<file path="config.mk">
export PLATFORM = sky130hd
export DESIGN_NAME = weighted_xor_word_checksum
export DESIGN_NICKNAME = d
export VERILOG_FILES = /design/src/rtl/core/wxc_pkg.sv /design/src/rtl/core/wxc_front.sv /design/src/rtl/core/wxc_fifo.sv /design/src/rtl/core/wxc_back.sv /design/src/rtl/core/weighted_xor_word_checksum.sv
export VERILOG_INCLUDE_DIRS = /design/src /design/src/rtl/core
export SDC_FILE = /design/constraint.sdc
export NUM_CORES = 2
export LEC_CHECK = 0
export BUFFER_PORTS_ARGS = -buffer_cell sky130_fd_sc_hd__buf_2
export CELL_PAD_IN_SITES_DETAIL_PLACEMENT = 1
export CELL_PAD_IN_SITES_GLOBAL_PLACEMENT = 1
export CORE_ASPECT_RATIO = 0.6
export CORE_MARGIN = 2
export CORE_UTILIZATION = 52
export DETAILED_ROUTE_END_ITERATION = 6
export PLACE_DENSITY_LB_ADDON = 0.1
export SLEW_MARGIN = 20
export SYNTH_ARGS = -nofsm -noshare
export SYNTH_HDL_FRONTEND = slang
export SYNTH_SLANG_ARGS = --single-unit
</file>
<file path="constraint.sdc">
create_clock -name i_clk -period 11.6 [get_ports i_clk]
set_input_delay 1.16 -clock i_clk [delete_from_list [all_inputs] [get_ports i_clk]]
set_output_delay 1.16 -clock i_clk [all_outputs]
set_load 0.03 [all_outputs]
</file>
<file path="src/rtl/core/weighted_xor_word_checksum_macros.svh">
// ----------------------------------------------------------------------------
// weighted xor word checksum assertion macros
// shared concurrent check forms, clocked on i_clk and held off in reset
// ----------------------------------------------------------------------------
`ifndef WEIGHTED_XOR_WORD_CHECKSUM_MACROS_SVH
`define WEIGHTED_XOR_WORD_CHECKSUM_MACROS_SVH

// consequent must hold in the same cycle as the antecedent
`define WXC_ASSERT_NOW(lbl, ante, cons) \
    lbl: assert property (@(posedge i_clk) disable iff (!i_rst_n) (ante) |-> (cons)) \
        else $error("wxc check failed: same-cycle rule");

// consequent must hold in the cycle after the antecedent
`define WXC_ASSERT_NEXT(lbl, ante, cons) \
    lbl: assert property (@(posedge i_clk) disable iff (!i_rst_n) (ante) |=> (cons)) \
        else $error("wxc check failed: next-cycle rule");

`endif

</file>
<file path="src/rtl/core/wxc_pkg.sv">
// ----------------------------------------------------------------------------
// wxc_pkg
// types and constants shared by the weighted xor word checksum modules
// ----------------------------------------------------------------------------
package wxc_pkg;

    localparam int WORD_W    = 32;
    localparam int BYTE_W    = 8;
    localparam int PART_W    = 24;
    localparam int CFG_IDX_W = 3;

    localparam logic [CFG_IDX_W-1:0] CFG_SEED     = 3'd0;
    localparam logic [CFG_IDX_W-1:0] CFG_WEIGHT_0 = 3'd1;
    localparam logic [CFG_IDX_W-1:0] CFG_WEIGHT_1 = 3'd2;
    localparam logic [CFG_IDX_W-1:0] CFG_WEIGHT_2 = 3'd3;
    localparam logic [CFG_IDX_W-1:0] CFG_WEIGHT_3 = 3'd4;

    localparam logic [WORD_W-1:0] SEED_RESET = 32'hDEAD_BEEF;
    localparam int REG_WEIGHTS = 4;

    localparam int QUEUE_DEPTH = 4;
    localparam int QPTR_W      = 2;
    localparam int QCNT_W      = 3;

    // one unit of work for the back end
    typedef struct packed {
        logic              start;  // load the seed before this op
        logic              fold;   // multiply word by weight and fold it in
        logic              emit;   // deliver the accumulator and close
        logic [WORD_W-1:0] word;
    } t_op;

    typedef struct packed {
        logic              full;
        logic              empty;
        logic [QCNT_W-1:0] count;
    } t_q_stat;

endpackage

</file>
<file path="src/rtl/core/wxc_front.sv">
// ----------------------------------------------------------------------------
// wxc_front
// accepts message bytes, packs them little-endian into words and issues
// fold and close operations to the queue
// ----------------------------------------------------------------------------
module wxc_front (
    input  logic                       i_clk,
    input  logic                       i_rst_n,
    input  logic                       i_fire,
    input  logic [wxc_pkg::BYTE_W-1:0] i_byte,
    input  logic                       i_present,
    input  logic                       i_last,
    output logic                       o_push,
    output wxc_pkg::t_op               o_op
);
    import wxc_pkg::*;

    logic              r_in_msg, n_in_msg;
    logic              r_pend, n_pend;
    logic [1:0]        r_pos, n_pos;
    logic [PART_W-1:0] r_part, n_part;

    logic              full_word;
    logic              in_after;
    logic              start_flag;
    logic [PART_W-1:0] part_after;
    logic [1:0]        pos_after;

    always_comb begin
        full_word  = i_present && (r_pos == 2'd3);
        in_after   = r_in_msg || i_present;
        // first op of a message carries the seed load
        start_flag = r_in_msg ? r_pend : 1'b1;
        part_after = r_part;
        pos_after  = r_pos;
        if (full_word) begin
            part_after = '0;
            pos_after  = 2'd0;
        end else if (i_present) begin
            part_after = r_part | (PART_W'(i_byte) << {r_pos, 3'b000});
            pos_after  = r_pos + 2'd1;
        end

        o_push     = i_fire && (full_word || i_last);
        o_op.start = start_flag;
        o_op.fold  = full_word || (i_last && (pos_after != 2'd0));
        o_op.emit  = i_last;
        o_op.word  = full_word ? {i_byte, r_part} : {8'h00, part_after};

        n_in_msg = r_in_msg;
        n_pend   = r_pend;
        n_pos    = r_pos;
        n_part   = r_part;
        if (i_fire) begin
            if (i_last) begin
                n_in_msg = 1'b0;
                n_pend   = 1'b0;
                n_pos    = 2'd0;
                n_part   = '0;
            end else begin
                n_in_msg = in_after;
                n_pend   = in_after && start_flag && !o_push;
                n_pos    = pos_after;
                n_part   = part_after;
            end
        end
    end

    always_ff @(posedge i_clk) begin
        if (!i_rst_n) begin
            r_in_msg <= 1'b0;
            r_pend   <= 1'b0;
            r_pos    <= 2'd0;
            r_part   <= '0;
        end else begin
            r_in_msg <= n_in_msg;
            r_pend   <= n_pend;
            r_pos    <= n_pos;
            r_part   <= n_part;
        end
    end

endmodule

</file>
<file path="src/rtl/core/wxc_fifo.sv">
// ----------------------------------------------------------------------------
// wxc_fifo
// short operation queue between the front and back ends
// ----------------------------------------------------------------------------
module wxc_fifo (
    input  logic             i_clk,
    input  logic             i_rst_n,
    input  logic             i_push,
    input  wxc_pkg::t_op     i_op,
    input  logic             i_pop,
    output wxc_pkg::t_op     o_op,
    output wxc_pkg::t_q_stat o_stat
);
    import wxc_pkg::*;

    t_op               r_mem [QUEUE_DEPTH];
    logic [QPTR_W-1:0] r_wr, r_rd;
    logic [QCNT_W-1:0] r_cnt;

    always_ff @(posedge i_clk) begin
        if (i_push) begin
            r_mem[r_wr] <= i_op;
        end
    end

    always_ff @(posedge i_clk) begin
        if (!i_rst_n) begin
            r_wr  <= '0;
            r_rd  <= '0;
            r_cnt <= '0;
        end else begin
            if (i_push) begin
                r_wr <= r_wr + QPTR_W'(1);
            end
            if (i_pop) begin
                r_rd <= r_rd + QPTR_W'(1);
            end
            unique case ({i_push, i_pop})
                2'b10:   r_cnt <= r_cnt + QCNT_W'(1);
                2'b01:   r_cnt <= r_cnt - QCNT_W'(1);
                default: r_cnt <= r_cnt;
            endcase
        end
    end

    assign o_op         = r_mem[r_rd];
    assign o_stat.full  = (r_cnt == QCNT_W'(QUEUE_DEPTH));
    assign o_stat.empty = (r_cnt == '0);
    assign o_stat.count = r_cnt;

endmodule

</file>
<file path="src/rtl/core/wxc_back.sv">
// ----------------------------------------------------------------------------
// wxc_back
// configuration registers, weight rotation, multiplier stage and the
// accumulator with its output register
// ----------------------------------------------------------------------------
module wxc_back #(
    parameter int WEIGHT_COUNT = 4
) (
    input  logic                          i_clk,
    input  logic                          i_rst_n,
    input  logic                          i_cfg_we,
    input  logic [wxc_pkg::CFG_IDX_W-1:0] i_cfg_idx,
    input  logic [wxc_pkg::WORD_W-1:0]    i_cfg_wdata,
    input  wxc_pkg::t_op                  i_op,
    input  logic                          i_q_empty,
    output logic                          o_pop,
    output logic                          o_m_tvalid,
    input  logic                          i_m_tready,
    output logic [wxc_pkg::WORD_W-1:0]    o_m_tdata
);
    import wxc_pkg::*;

    localparam int WIDX_W = (WEIGHT_COUNT > 1) ? $clog2(WEIGHT_COUNT) : 1;

    logic [WORD_W-1:0] r_seed;
    logic [WORD_W-1:0] r_weight [REG_WEIGHTS];
    logic [WIDX_W-1:0] r_widx, n_widx;

    logic              r_m_valid;
    logic              r_m_start, r_m_fold, r_m_emit;
    logic [WORD_W-1:0] r_m_prod;
    logic [WORD_W-1:0] r_acc;
    logic              r_o_valid;
    logic [WORD_W-1:0] r_o_data;

    logic [2:0]          widx3;
    logic [WORD_W-1:0]   weight;
    logic [WORD_W-1:0]   prod;
    logic                stall;
    logic                adv;
    logic [WORD_W-1:0]   base;
    logic [WORD_W-1:0]   folded;

    always_comb begin
        widx3 = 3'(r_widx);
        // indexes past the register set use a fixed weight
        if (widx3 < 3'd4) begin
            weight = r_weight[widx3[1:0]];
        end else begin
            weight = WORD_W'(widx3) + WORD_W'(1);
        end
        // only the low word of the product is folded in
        prod = i_op.word * weight;

        stall = r_m_valid && r_m_emit && r_o_valid && !i_m_tready;
        adv   = r_m_valid && !stall;
        o_pop = !i_q_empty && !stall;

        n_widx = r_widx;
        if (i_op.fold) begin
            n_widx = (r_widx == WIDX_W'(WEIGHT_COUNT - 1)) ? '0 : r_widx + WIDX_W'(1);
        end
        if (i_op.emit) begin
            n_widx = '0;
        end

        base   = r_m_start ? r_seed : r_acc;
        folded = r_m_fold ? (base ^ r_m_prod) : base;
    end

    always_ff @(posedge i_clk) begin
        if (!i_rst_n) begin
            r_seed      <= SEED_RESET;
            r_weight[0] <= WORD_W'(1);
            r_weight[1] <= WORD_W'(2);
            r_weight[2] <= WORD_W'(3);
            r_weight[3] <= WORD_W'(4);
        end else if (i_cfg_we) begin
            unique case (i_cfg_idx)
                CFG_SEED:     r_seed      <= i_cfg_wdata;
                CFG_WEIGHT_0: r_weight[0] <= i_cfg_wdata;
                CFG_WEIGHT_1: r_weight[1] <= i_cfg_wdata;
                CFG_WEIGHT_2: r_weight[2] <= i_cfg_wdata;
                CFG_WEIGHT_3: r_weight[3] <= i_cfg_wdata;
                default: ;
            endcase
        end
    end

    always_ff @(posedge i_clk) begin
        if (!i_rst_n) begin
            r_widx    <= '0;
            r_m_valid <= 1'b0;
            r_o_valid <= 1'b0;
            r_acc     <= '0;
        end else begin
            if (!stall) begin
                r_m_valid <= o_pop;
            end
            if (o_pop) begin
                r_widx <= n_widx;
            end
            if (adv && r_m_emit) begin
                r_o_valid <= 1'b1;
            end else if (r_o_valid && i_m_tready) begin
                r_o_valid <= 1'b0;
            end
            if (adv) begin
                if (r_m_emit) begin
                    r_acc <= '0;
                end else begin
                    r_acc <= folded;
                end
            end
        end
    end

    // multiplier stage and output payload
    always_ff @(posedge i_clk) begin
        if (o_pop) begin
            r_m_start <= i_op.start;
            r_m_fold  <= i_op.fold;
            r_m_emit  <= i_op.emit;
            r_m_prod  <= prod;
        end
        if (adv && r_m_emit) begin
            r_o_data <= folded;
        end
    end

    assign o_m_tvalid = r_o_valid;
    assign o_m_tdata  = r_o_data;

endmodule

</file>
<file path="src/rtl/core/weighted_xor_word_checksum.sv">
// ----------------------------------------------------------------------------
// weighted_xor_word_checksum
// byte stream in, one weighted xor word checksum out per message
// ----------------------------------------------------------------------------
// One byte beat per cycle while the queue has room; no gaps between messages.
// Bytes pack little-endian into 32-bit words; each word is multiplied by a
// rotating weight and xored into an accumulator seeded from the seed
// register. A beat with tlast closes the message; a tlast beat with no byte
// and no open message returns the seed. With an empty queue the checksum
// beat follows the closing beat through the queue entry, the multiplier stage,
// then accumulator and output register; ops already waiting in the queue or
// a stalled output hold it back. A four-entry queue separates the byte packer
// from the multiplier path, so bytes keep flowing for a while when a result
// waits on the output. Configuration writes take effect at once and are
// meant for quiet periods; the seed is sampled when a message's first op
// reaches the accumulator.
module weighted_xor_word_checksum #(
    parameter int WEIGHT_COUNT = 4
) (
    input  logic                          i_clk,
    input  logic                          i_rst_n,
    input  logic                          i_s_tvalid,
    output logic                          o_s_tready,
    input  logic [7:0]                    i_s_tdata,   // [7:0] data_byte
    input  logic                          i_s_tuser,   // [0] byte_present
    input  logic                          i_s_tlast,   // last_item
    output logic                          o_m_tvalid,
    input  logic                          i_m_tready,
    output logic [31:0]                   o_m_tdata,   // [31:0] checksum
    input  logic                          i_cfg_we,
    input  logic [wxc_pkg::CFG_IDX_W-1:0] i_cfg_idx,
    input  logic [31:0]                   i_cfg_wdata
);
    import wxc_pkg::*;

    `include "weighted_xor_word_checksum_macros.svh"

    logic    s_fire;
    logic    q_push;
    logic    q_pop;
    t_op     f_op;
    t_op     q_op;
    t_q_stat q_stat;

    assign o_s_tready = !q_stat.full;
    assign s_fire     = i_s_tvalid && o_s_tready;

    wxc_front u_front (
        .i_clk     (i_clk),
        .i_rst_n   (i_rst_n),
        .i_fire    (s_fire),
        .i_byte    (i_s_tdata),
        .i_present (i_s_tuser),
        .i_last    (i_s_tlast),
        .o_push    (q_push),
        .o_op      (f_op)
    );

    wxc_fifo u_fifo (
        .i_clk   (i_clk),
        .i_rst_n (i_rst_n),
        .i_push  (q_push),
        .i_op    (f_op),
        .i_pop   (q_pop),
        .o_op    (q_op),
        .o_stat  (q_stat)
    );

    wxc_back #(
        .WEIGHT_COUNT (WEIGHT_COUNT)
    ) u_back (
        .i_clk       (i_clk),
        .i_rst_n     (i_rst_n),
        .i_cfg_we    (i_cfg_we),
        .i_cfg_idx   (i_cfg_idx),
        .i_cfg_wdata (i_cfg_wdata),
        .i_op        (q_op),
        .i_q_empty   (q_stat.empty),
        .o_pop       (q_pop),
        .o_m_tvalid  (o_m_tvalid),
        .i_m_tready  (i_m_tready),
        .o_m_tdata   (o_m_tdata)
    );

    // every closing beat must turn into a queued close op
    `WXC_ASSERT_NOW(a_last_pushes, s_fire && i_s_tlast, q_push && f_op.emit)
    // a beat without byte or close leaves the queue alone
    `WXC_ASSERT_NOW(a_idle_no_push, s_fire && !i_s_tuser && !i_s_tlast, !q_push)
    `WXC_ASSERT_NOW(a_pop_nonempty, q_pop, !q_stat.empty)
    `WXC_ASSERT_NEXT(a_count_up, q_push && !q_pop,
                     q_stat.count == $past(q_stat.count) + QCNT_W'(1))

endmodule
</file>
* Yosys cells after proc, flatten, opt, wreduce, memory -nomap -nowiden
Memory sizes are Yosys's and may differ from the RTL's. A register that Yosys moved wholly into a read port is not among the register bits.
Cells that the tools add are included.
** Storage, ports and cells
- Flip-flop bits (word level) :: 170
- Latch bits :: 0
- RAM bits :: 268
- Memory bits (read-only) :: 0
- Input port bits :: 50
- Memories kept :: 2
** Memory list
- u_fifo.r_mem :: depth 4, bits a word 35, read ports 1, clocked after Yosys merged registers in 1, wr ports 1, RTL line wxc_fifo.sv:16 : t_op r_mem [QUEUE_DEPTH];
- u_back.r_weight :: depth 4, bits a word 32, read ports 1, clocked after Yosys merged registers in 1, wr ports 4, RTL line wxc_back.sv:26 : logic [WORD_W-1:0] r_weight [REG_WEIGHTS];
** Cells by class
- Add/sub/neg operators :: 6
- Multiply operators :: 1
- Divide/modulo/power cells :: 0
- $lt $le $gt $ge :: 0
- Eq/ne operators :: 9
- Shift operators :: 1
- Mux-type cells :: 46
- Bitwise gates (word level) :: 6
- Reductions and logical operators :: 29
** Operators by type and width (count)
- 2-to-1 mux 32 bit :: 8
- 2-to-1 mux 24 bit :: 3
- multiplier 32 x 32 -> 32 bit :: 1
- bitwise XOR 32 bit :: 1
- 2-to-1 mux 1 bit :: 24
- OR 24 bit :: 1
- << shifter 8 x 5 -> 24 bit :: 1
- 2-to-1 mux 2 bit :: 10
- logical AND 1 bit :: 13
- adder 2 x 1 -> 2 bit, second input constant :: 4
- nonzero test 2 bit :: 4
- == test 2 bit, second input constant :: 3
- == test 3 x 2 -> 1 bit, second input constant :: 2
- == test 3 bit, second input constant :: 2
- zero test 3 bit :: 2
- case mux 3 bit (2 select lines) :: 1
- zero test 1 bit :: 5
- OR 1 bit :: 4
- AND reduction 2 bit :: 2
- adder 3 x 1 -> 3 bit, second input constant :: 1
- == test 3 x 1 -> 1 bit, second input constant :: 1
- logical OR 1 bit :: 3
- subtractor 3 x 1 -> 3 bit, second input constant :: 1
- == test 2 x 1 -> 1 bit, second input constant :: 1

* Logic depth before layout (Yosys ltp)
- Depth after elaboration :: 8
- Depth in mapped cells :: 34

* Cells and area by module
A second synthesis with hierarchy kept.
** Unflattened totals
- Cell total of the unflattened synthesis :: 2885
- Area, all modules :: 33281.9 sq um
** By module, submodules not included
- wxc_back :: instances 1, cells each 2502, area each 26370.3 sq um
- wxc_fifo :: instances 1, cells each 229, area each 5552.8 sq um
- wxc_front :: instances 1, cells each 152, area each 1348.8 sq um
- weighted_xor_word_checksum :: instances 1, cells each 2, area each 10.0 sq um

* Least setup slack after synthesis
Ideal clock, no wire load.
- Kind :: reg2reg
- Start :: register with a tool-made name
- End :: register u_back.r_m_prod[31], data pin
- Setup time :: 0.259 ns
- Arrival time :: 7.856 ns
- Path slack :: 3.485 ns
- Cell stages (with the launch flop) :: 27
- Period minus slack after synthesis :: 8.115 ns
- Path through :: dfxtp_1 > buf_6 > buf_6 > clkbuf_1 > mux2_2 > o21ai_1 > clkbuf_1 > nor2_1 > fa_1 > inv_1 > fa_1 > fa_1 > fa_1 > inv_1 > fa_1 > fa_1 > fa_1 > fa_1 > ha_1 > a21o_1 > a21o_1 > a21oi_1 > o21ai_0 > o41ai_1 > o21ai_0 > a21oi_1 > xnor2_1
** RTL lines
- end signal, assigned :: RTL line wxc_back.sv:124 : r_m_prod <= prod;
- end, declared :: RTL line wxc_back.sv:31 : logic [WORD_W-1:0] r_m_prod;

==> impl_metrics.yaml <==
outcome:
  status: "finished, final reports clean"
finish:
  final_common_cell: "inv_1"
  fin_area_sq_um: 36400
  instances_no_fill: 3961
  mostFrequentLayoutCells: "411 x inv_1, 409 x fa_1, 385 x nand2_1"
  fin_nets: 3659
  syn_to_final_growth_pct: 8.31
  drive_above_1_share: 0.104
  fillers: 6753
timing:
  tns_ns: 0
  rsz0062_at_grt: "no"
  finalCritPeriodShare: 0.798
  finClkSkew_ns: 0.0549
  fin_crit_ns: 9.26
  slew_viol_final: 0
  worst_pin_slew_ns: 1.14
  max_clock_freq_mhz: 108
  hold_violations: 0
  slew_headroom: 0.239
  setup_viol: 0
place:
  hpwlAfterDp_mm: 81.3
  dpl_cell_area_sq_um: 34900
  place.port_buffers: 83
  gp_congestion: 0.900
  place_inst: 3875
drt:
  routed_via_density: 5.80
  dr.pass1.iters: 5
  avgRoutedWirePerCell_microns: 26.8
  final_antenna_net_count: 0
  drt_iter0_drc: 1808
  wirelength_mm: 106
  dr_total_vias: 23000
  drc: 0
cts:
  cts.sink_count: 442
  cts_buffer_depth: 3
  root_buffer: "clkbuf_16"
  cts_buffers: 44
  post_cts_resized: 0
  post-cts-setup-buffers: 0
  cts.reportedPaths.clkPinSlew_ns: 0.07
  cts_tree: "yes"
  ctsHoldBuffers: 0
  cts-htree-levels: 2
  clk_latency_ns: 0.62
flow_run:
  drv_cap: 0
setup_path:
  startpoint_type: "flop"
  cp_data_required_time_ns: 11.94
  ff2ff_setup_slack_ns: 2.34
  path_class: "reg2reg"
  reg2reg_depth: 24
  crit_path_frequent_cell: "fa_1"
  crit_chain: "buf_4 -> mux2_2 -> o21ai_1 -> nor2_1 -> fa_1 -> fa_1 -> inv_1 -> fa_1 -> fa_1 -> fa_1 -> inv_1 -> fa_1 -> fa_1 -> inv_1 -> fa_1 -> inv_1 -> ha_1 -> and2_1 -> nand4_1 -> o22ai_1 -> o41ai_1 -> o21ai_0 -> a21oi_1 -> xnor2_1"
  cp_max_fo: 46
  endpoint_kind: "flop"
  rr_endpoint: "u_back.r_m_prod[31]"
  arrival_ns: 9.60
  critPathSlowestCell: "dfxtp_4"
  cpPeakStageDelay_ns: 0.89
yosys:
  syn_avg_cell_area_sq_um: 11.1
  synth_top_area_cell: "edfxtp_1"
  synthArstFlopShare: 0
  synth_nets: 3614
  synthDistinctLibCells: 55
  netlist_area_sq_um: 33600
  synth-edff-count: 335
  synth_area_leaders: "edfxtp_1 30%, fa_1 24%, dfxtp_1 6.4%"
  ys.flop_type: "edfxtp_1"
  synth_top_cell_area_share: 0.299
  ys_warn_count: 0
  syn_inst: 3025
  ys_ff_latch: 442
  ys_seq_area_frac: 0.363
worst_hold_path:
  hold_end: "u_back.r_seed[14]"
  hold_class: "reg2reg"
  whs_path_depth: 2
  min_from: "u_back.r_seed[14]"
global_routing:
  grt_overflow: 0
  grt.total_usage: 0.327
  grt_max_degree: 52
  grt_pass1_vias: 25200
  grt_pass1_wl_mm: 160
  antenna_found_initial: 8
floorplan:
  die_x_microns: 332
  die_area_sq_um: 66700
  io_pins: 84
  start_util: 0.524
  std_cell_rows: 72
  core_sq_um: 64100
  die_height_microns: 201
[state kept, by name (all words and copies together), names as in the netlist, named ones only]
signal,cells
u_back.r_acc,32
u_back.r_m_start,1
u_front.r_in_msg,1
u_fifo.r_mem,140
u_fifo.r_rd,2
u_back.r_m_emit,1
u_back.r_widx,2
u_back.o_m_tdata,32
u_front.r_pend,1
u_back.r_seed,32
u_back.r_m_valid,1
u_back.r_m_prod,32
u_fifo.r_cnt,3
u_front.r_part,24
u_back.o_m_tvalid,1
u_back.r_m_fold,1
u_fifo.r_wr,2
u_front.r_pos,2
u_back.r_weight,128
[critical path: cells and delay by family, from the launching register on]
| kind | cells | cell delay, ns |
|---|---|---|
| compound gates | 5 | 2.09 |
| xor+xnor | 1 | 0.09 |
| fa+ha+maj | 9 | 4.30 |
| buf+inv | 5 | 0.72 |
| flops | 1 | 0.89 |
| mux | 1 | 0.39 |
| simple gates | 3 | 0.47 |
[cells by family after synthesis]
kind of cell / share of synthesized area
simple gates: 0.127
buf+inv: 0.0637
fa+ha+maj: 0.292
flops: 0.363
compound gates: 0.0393
mux: 0.0810
xor+xnor: 0.0337
[synth_stat cells (8+ instances only)]
| cell | n |
|---|---|
| inv_1 | 411 |
| nor2_1 | 340 |
| buf_1 | 8 |
| a22oi_1 | 35 |
| and3_1 | 9 |
| edfxtp_1 | 335 |
| dfxtp_1 | 107 |
| a21o_1 | 39 |
| xnor2_1 | 70 |
| xor2_1 | 48 |
| ha_1 | 130 |
| nand2_1 | 385 |
| o21ai_1 | 50 |
| mux2_2 | 24 |
| fa_1 | 409 |
| nor3_1 | 9 |
| mux2_1 | 17 |
| a21oi_1 | 64 |
| clkbuf_1 | 97 |
| and2_1 | 173 |
| mux2i_1 | 75 |
| buf_2 | 14 |
| mux4_2 | 67 |
| nand3_1 | 30 |
[area by class of cell]
cell class / count / area [sq um] / area share
antenna: 4 / 10.0 / 0.000275
clock buffer: 64 / 1260 / 0.0345
clock inverter: 18 / 190 / 0.00523
inverter: 414 / 1550 / 0.0427
multi-input combinational: 2040 / 19400 / 0.532
sequential: 442 / 12200 / 0.336
tap: 851 / 1060 / 0.0293
timing repair buffer: 128 / 753 / 0.0207
[layer usage]
metal,routed length [microns],track usage
met1,46900,0.473
met5,13,0
met3,10500,0.102
met4,2460,0.0808
met2,46400,0.482
[worst max-delay path by stage]
stage / from / end / slack [ns] / cells after the start
CTS: flop / u_back.r_m_prod[31] / 2.19 / 24
detailed placement: flop / u_back.r_m_prod[31] / 2.20 / 24
global route: flop / u_back.r_m_prod[31] / 1.83 / 24
floorplan: flop / u_back.r_m_prod[31] / 3.48 / 26
finish: flop / u_back.r_m_prod[31] / 2.34 / 24
global placement: flop / u_back.r_m_prod[31] / 2.34 / 24
[per-stage QoR]
stage,util,hold slack (ns),worst slack [ns]
floorplan,-,0.436,3.48
global placement,0.544,0.444,2.34
detailed placement,0.545,0.459,2.20
CTS,0.567,0.470,2.19
global route,0.567,0.495,1.83
finish,0.567,0.465,2.34
Power is left out: the tool's default activity adds up to more than one toggle a clock period on the data nets, which glitch-free logic cannot reach.
